`src/hdl/hps_pkg.sv`:
```
package hps_pkg;

   localparam int unsigned DEFAULT_COUNTER_BITS = 40;
   localparam int unsigned COUNT_OUT_BITS = 40;
   localparam logic [30:0] LIMIT_RESET = 31'h477D_E800;
   localparam logic [31:0] ONE_BITS = 32'h3F80_0000;

   function automatic logic is_nonfinite(input logic [31:0] v);
      return (v[30:23] == 8'hFF);
   endfunction

endpackage

```
`src/hdl/hdr_pixel_sanitizer_core.sv`:
```
// Sanitizes one RGBA float32 pixel per request and reports running statistics.
// Input channel req_*: four channel bit patterns plus req_start_of_image, which
// clears the statistics before the pixel is counted. Result channel rsp_*:
// cleaned channels, the largest finite color value so far and three saturating
// counters (non-finite, negative, clamped) as they stand after the pixel.
// csr_clamp_limit is written whenever csr_write_enable is high; write it only
// while no request is in flight.
// A request is registered when accepted and offered on rsp_* in the cycle after.
// Throughput is one pixel per cycle without stalls, set by the single result
// register; the statistics update is a compare and an increment per channel.
// When the receiver stalls, the result register holds and req_ready stays low
// until the held result is taken; a new request is accepted in the same cycle
// the held result leaves. Reset clears the statistics, drops rsp_valid and
// loads the limit with 65000.0.
module hdr_pixel_sanitizer_core #(
   parameter int unsigned COUNTER_BITS = hps_pkg::DEFAULT_COUNTER_BITS
) (
   input  logic        clock,
   input  logic        reset,
   input  logic        req_valid,
   output logic        req_ready,
   input  logic [31:0] req_red_in,
   input  logic [31:0] req_green_in,
   input  logic [31:0] req_blue_in,
   input  logic [31:0] req_alpha_in,
   input  logic        req_start_of_image,
   output logic        rsp_valid,
   input  logic        rsp_ready,
   output logic [31:0] rsp_red_out,
   output logic [31:0] rsp_green_out,
   output logic [31:0] rsp_blue_out,
   output logic [31:0] rsp_alpha_out,
   output logic [30:0] rsp_max_finite,
   output logic [hps_pkg::COUNT_OUT_BITS-1:0] rsp_nonfinite_count,
   output logic [hps_pkg::COUNT_OUT_BITS-1:0] rsp_negative_count,
   output logic [hps_pkg::COUNT_OUT_BITS-1:0] rsp_clamped_count,
   input  logic        csr_write_enable,
   input  logic [30:0] csr_clamp_limit
);
   import hps_pkg::*;

   localparam logic [COUNTER_BITS-1:0] CNT_MAX = '1;

   logic [30:0] limit_ff;
   logic [30:0] max_ff, max_in;
   logic [COUNTER_BITS-1:0] nf_ff, nf_in, neg_ff, neg_in, clp_ff, clp_in;
   logic        valid_ff;
   logic [31:0] red_ff, green_ff, blue_ff, alpha_ff;
   logic [31:0] red_in, green_in, blue_in, alpha_in;
   logic        accept;

   assign req_ready = !valid_ff || rsp_ready;
   assign accept    = req_valid && req_ready;

   // Limit register.
   always_ff @(posedge clock) begin
      if (reset) begin
         limit_ff <= LIMIT_RESET;
      end else if (csr_write_enable) begin
         limit_ff <= csr_clamp_limit;
      end
   end

   // Per-pixel cleaning and statistics, channels taken red, green, blue.
   always_comb begin
      logic [31:0] v [3];
      logic [31:0] o [3];
      logic [COUNTER_BITS-1:0] nf, ng, cl;
      logic [30:0] mx;
      v[0] = req_red_in;
      v[1] = req_green_in;
      v[2] = req_blue_in;
      mx = req_start_of_image ? '0 : max_ff;
      nf = req_start_of_image ? '0 : nf_ff;
      ng = req_start_of_image ? '0 : neg_ff;
      cl = req_start_of_image ? '0 : clp_ff;
      for (int i = 0; i < 3; i++) begin
         o[i] = v[i];
         if (is_nonfinite(v[i])) begin
            o[i] = '0;
            if (nf != CNT_MAX) nf = nf + 1'b1;
         end else if (v[i][31]) begin
            if (v[i][30:0] != '0) begin
               o[i] = '0;
               if (ng != CNT_MAX) ng = ng + 1'b1;
            end
         end else begin
            if (v[i][30:0] > mx) mx = v[i][30:0];
            if (v[i][30:0] > limit_ff) begin
               o[i] = {1'b0, limit_ff};
               if (cl != CNT_MAX) cl = cl + 1'b1;
            end
         end
      end
      red_in   = o[0];
      green_in = o[1];
      blue_in  = o[2];
      max_in = mx;
      nf_in  = nf;
      neg_in = ng;
      clp_in = cl;
      // Alpha clamp to [0,1].
      if (is_nonfinite(req_alpha_in)) begin
         alpha_in = ONE_BITS;
      end else if (req_alpha_in[31]) begin
         alpha_in = (req_alpha_in[30:0] != '0) ? '0 : req_alpha_in;
      end else if (req_alpha_in > ONE_BITS) begin
         alpha_in = ONE_BITS;
      end else begin
         alpha_in = req_alpha_in;
      end
   end

   // Statistics and result valid.
   always_ff @(posedge clock) begin
      if (reset) begin
         valid_ff <= 1'b0;
         max_ff   <= '0;
         nf_ff    <= '0;
         neg_ff   <= '0;
         clp_ff   <= '0;
      end else begin
         if (accept) begin
            valid_ff <= 1'b1;
            max_ff   <= max_in;
            nf_ff    <= nf_in;
            neg_ff   <= neg_in;
            clp_ff   <= clp_in;
         end else if (rsp_ready) begin
            valid_ff <= 1'b0;
         end
      end
   end

   // Result payload.
   always_ff @(posedge clock) begin
      if (accept) begin
         red_ff   <= red_in;
         green_ff <= green_in;
         blue_ff  <= blue_in;
         alpha_ff <= alpha_in;
      end
   end

   function automatic logic [COUNT_OUT_BITS-1:0] fit(input logic [COUNTER_BITS-1:0] c);
      logic [COUNTER_BITS+COUNT_OUT_BITS-1:0] w;
      w = {{COUNT_OUT_BITS{1'b0}}, c};
      return w[COUNT_OUT_BITS-1:0];
   endfunction

   assign rsp_valid           = valid_ff;
   assign rsp_red_out         = red_ff;
   assign rsp_green_out       = green_ff;
   assign rsp_blue_out        = blue_ff;
   assign rsp_alpha_out       = alpha_ff;
   assign rsp_max_finite      = max_ff;
   assign rsp_nonfinite_count = fit(nf_ff);
   assign rsp_negative_count  = fit(neg_ff);
   assign rsp_clamped_count   = fit(clp_ff);

   // A held result must not be overwritten.
   a_hold: assert property (@(posedge clock) disable iff (reset)
      valid_ff && !rsp_ready |=> valid_ff && $stable(red_ff) && $stable(nf_ff))
      else $error("result changed while stalled");
   // Counters only move on an accepted request.
   a_cnt: assert property (@(posedge clock) disable iff (reset)
      !accept |=> $stable(nf_ff) && $stable(neg_ff) && $stable(clp_ff) && $stable(max_ff))
      else $error("statistics moved without a request");
   // Without a restart the maximum never decreases.
   a_max: assert property (@(posedge clock) disable iff (reset)
      accept && !req_start_of_image |=> max_ff >= $past(max_ff))
      else $error("maximum decreased");
   // The cleaned red channel is never negative nonzero or non-finite.
   a_clean: assert property (@(posedge clock) disable iff (reset)
      valid_ff |-> !is_nonfinite(red_ff) && !(red_ff[31] && red_ff[30:0] != '0))
      else $error("red not cleaned");

endmodule

```
`config.mk`:
```
export PLATFORM = sky130hd
export DESIGN_NAME = hdr_pixel_sanitizer_core
export DESIGN_NICKNAME = d
export VERILOG_FILES = /design/src/hdl/hps_pkg.sv /design/src/hdl/hdr_pixel_sanitizer_core.sv
export SDC_FILE = /design/constraint.sdc
export NUM_CORES = 2
export LEC_CHECK = 0
export ABC_AREA = 1
export ABC_CLOCK_PERIOD_IN_PS = 8900
export BUFFER_PORTS_ARGS = -buffer_cell sky130_fd_sc_hd__clkbuf_2
export CAP_MARGIN = 20
export CORE_MARGIN = 2
export CORE_UTILIZATION = 30
export CTS_BUF_LIST = sky130_fd_sc_hd__clkbuf_8
export CTS_CLUSTER_DIAMETER = 40
export CTS_CLUSTER_SIZE = 30
export DETAILED_ROUTE_END_ITERATION = 7
export PLACE_DENSITY = 0.49
export SKIP_CTS_REPAIR_TIMING = 1
export SYNTH_ARGS = -nofsm -noshare
export SYNTH_HDL_FRONTEND = slang
export SYNTH_SLANG_ARGS = --single-unit
```
`constraint.sdc`:
```
create_clock -name clock -period 8.9 [get_ports clock]
set_input_delay 0.445 -clock clock [delete_from_list [all_inputs] [get_ports clock]]
set_output_delay 0.445 -clock clock [all_outputs]
set_load 0.01 [all_outputs]
```
==> run_results.csv <==
group,metric,value,unit
run_status,outcome,"completed",
min_path,hp-class,"input pin to flip-flop",
setup_path,cpPeakStageDelay,0.96,ns
logic_synthesis,ys_seq_area_share,22.4,%
floorplan,start_util,30.2,%
timing,worst_pin_slew,1.18,ns
global_route,grt_pass1_vias,36300,
logic_synthesis,synth_edf_count,128,
placed_design,io_buffers,445,
global_route,grt-ovfl-total,0,
pwr,ir_drop,0.119,mV
timing,hold_viol,0,
logic_synthesis,async_reset_ff_share,0,%
pwr,p_leak,17.5,nW
logic_synthesis,synth_cell_types,65,
global_route,track_usage,27.6,%
clocking,numCtsBuffers,75,
global_route,antenna_found_initial,15,
clocking,path_clk_slew,0.07,ns
setup_path,r2r_cells,35,
logic_synthesis,synth_top_family_by_area,"simple AND/OR/NAND/NOR gates",
route,finalWirelength,162,mm
timing,drv_slew,0,
logic_synthesis,syn_inst,5586,
floorplan,rows,122,
setup_path,worstPathMaxFanout,39,
timing,tns,0,ns
timing,finalCritPeriodShare,91.0,%
logic_synthesis,ys_warn_count,0,
logic_synthesis,syn_area_per_cell,5.99,µm²
floorplan,dieArea,0.114,mm²
route,ant_nets,0,
timing,skew,0.0392,ns
logic_synthesis,ys_seq_elements,311,
clocking,cts_buffer_depth,3,
finish,final_nets,6329,
timing,min_period,8.10,ns
placed_design,dpl.hpwl,130,mm
setup_path,required,9.53,ns
logic_synthesis,synth_nets,5940,
min_path,hold_path_depth,3,
route,first_pass_iters,5,
floorplan,pin_count,446,
clocking,clock_latency,0.74,ns
setup_path,path_common_cell,"nand2_1",
floorplan,fp.dieW,338,µm
clocking,cts.sinks,311,
logic_synthesis,synthMuxAreaShare,0,%
timing,max_slew_margin,20.7,%
route,drt-initial-drc-count,3348,
setup_path,critPathKind,"flip-flop to flip-flop",
logic_synthesis,synth-xor-area-share,3.20,%
placed_design,gp_congestion,0.957,
timing,max_clock_freq,123,MHz
logic_synthesis,synthAdderAreaFrac,7.07,%
logic_synthesis,synth-compound-area-share,12.7,%
logic_synthesis,syn-cell-area,0.0335,mm²
logic_synthesis,synth-simple-area-share,42.7,%
timing,timing.hold.ws,0.0180,ns
route,wl_per_cell,21.5,µm
route,vias_per_cell,5.17,
setup_path,critPathArrivalTime,8.73,ns
global_route,grt_pass1_wl,235,mm
finish,layout_common_cells,"1443 x nand2_1, 733 x inv_1, 717 x nor2_1",
logic_synthesis,ys.flop_type,"dfxtp_1",
route,drc,0,
setup_path,worstSetupStartpointType,"flip-flop",
pwr,power_density,135,mW/mm²
route,num_vias,39000,
floorplan,die_y,338,µm
clocking,root_buffer,"clkbuf_8",
setup_path,end_kind,"flip-flop",
timing,setup_viol,0,
finish,syn2layout_area_growth,16.1,%
setup_path,critPathSlowestCell,"nor2_1",
global_route,grt_max_degree,112,
clocking,cts_tree,"yes",
flow_run,maxCapViolCount,0,
floorplan,core,0.111,mm²
finish,drive_gt1_share,14.4,%
finish,final_common_cell,"nand2_1",
timing,rsz0062_at_grt,"no",
clocking,cts.htree.levels,3,
[state kept, by name (all words and copies together), names as in the netlist]
register / flops
rsp_max_finite: 31
limit_ff: 31
rsp_blue_out: 32
rsp_green_out: 32
rsp_alpha_out: 32
rsp_nonfinite_count: 40
rsp_red_out: 32
rsp_clamped_count: 40
rsp_valid: 1
rsp_negative_count: 40
[stage by stage]
stage / std cells / setup slack [ns] / area (µm²) / power [mW] / utilization (%)
floorplan: 5586 / 1.74 / 33500 / 2.62 / -
global placement: 7371 / 0.956 / 37000 / 3.26 / 33.4
detailed placement: 7371 / 0.988 / 37000 / 3.26 / 33.4
CTS: 7510 / 1.05 / 38700 / 5.30 / 35.0
global route: 7533 / 0.508 / 38800 / 5.55 / 35.1
finish: 7534 / 0.798 / 38900 / 5.26 / 35.1
[kinds of logic after synthesis]
kind of cell	after synthesis
and+or+nand+nor	3209
buffers and inverters	972
AOI/OAI and AO/OA	787
DFF	311
adders and majority gates	189
xor gates and xnor gates	117
other	1
[power by group]
group          leakage [nW]  total (mW)  switching (mW)  internal, mW
registers              2.80        1.73           0.110          1.62
logic                  13.9        1.52            1.07         0.448
clock network         0.883        2.00           0.884          1.12
total                  17.5        5.26            2.07          3.19
[area by class of cell]
class / count / area (µm²)
fill: 12400 / 71800
multi-input combinational: 4303 / 22000
sequential: 311 / 7510
inverter: 769 / 2900
timing repair buffer: 515 / 2810
tap: 1488 / 1860
clock buffer: 85 / 1170
clock inverter: 54 / 553
antenna: 9 / 22.5
[final timing paths]
path	startpoint	endpoint	slack (ns)
worst max-delay path	rsp_nonfinite_count[0]$_SDFFE_PP0P_	rsp_nonfinite_count[10]$_SDFFE_PP0P_	0.80
worst min-delay path	req_alpha_in[15]	rsp_alpha_out[15]$_SDFFCE_PP0P_	0.02
worst max register to register	rsp_nonfinite_count[0]$_SDFFE_PP0P_	rsp_nonfinite_count[10]$_SDFFE_PP0P_	0.80
worst min register to register	rsp_max_finite[22]$_SDFFE_PP0P_	rsp_max_finite[22]$_SDFFE_PP0P_	0.50
[metal layers]
metal | GRT usage [%] | up-vias | wire length (µm)
met5 | 0 | - | 65
met4 | 12.2 | 10 | 6930
met3 | 3.74 | 302 | 9780
met2 | 46.6 | 1305 | 76600
met1 | 34.9 | 18200 | 68600
li1 | - | 19200 | -
[worst max-delay path, delay by kind of cell (launching register included)]
family          cells  cell delay (ns)
simple gates       25             5.05
fa+ha+maj           3             1.11
buf+inv             6             1.04
flops               1             0.50
compound gates      1             0.27
[synthesized netlist by cell type (7+ instances only)]
cell type | number | area [µm²]
nor3_1 | 81 | 405
nor4_1 | 41 | 257
nand3b_1 | 23 | 173
a21oi_1 | 287 | 1440
nor2_4 | 21 | 236
a211oi_1 | 65 | 488
nor2_2 | 77 | 482
buf_1 | 19 | 71.3
nand3_1 | 510 | 2550
o21ai_1 | 58 | 290
buf_6 | 32 | 360
nor3_2 | 13 | 130
o21ai_0 | 327 | 1640
nor3b_1 | 7 | 52.6
nor2_1 | 717 | 2690
nand2_2 | 35 | 219
o21bai_1 | 9 | 67.6
edfxtp_1 | 128 | 3840
buf_2 | 32 | 160
nand3_2 | 22 | 220
o211ai_1 | 10 | 75.1
nand2_1 | 1446 | 5430
nand4_1 | 189 | 1180
inv_1 | 732 | 2750
inv_2 | 30 | 113
xor2_1 | 82 | 718
clkbuf_1 | 112 | 420
dfxtp_1 | 183 | 3660
ha_1 | 189 | 2360
xnor2_1 | 29 | 254
(Power assumes the default switching activity.)
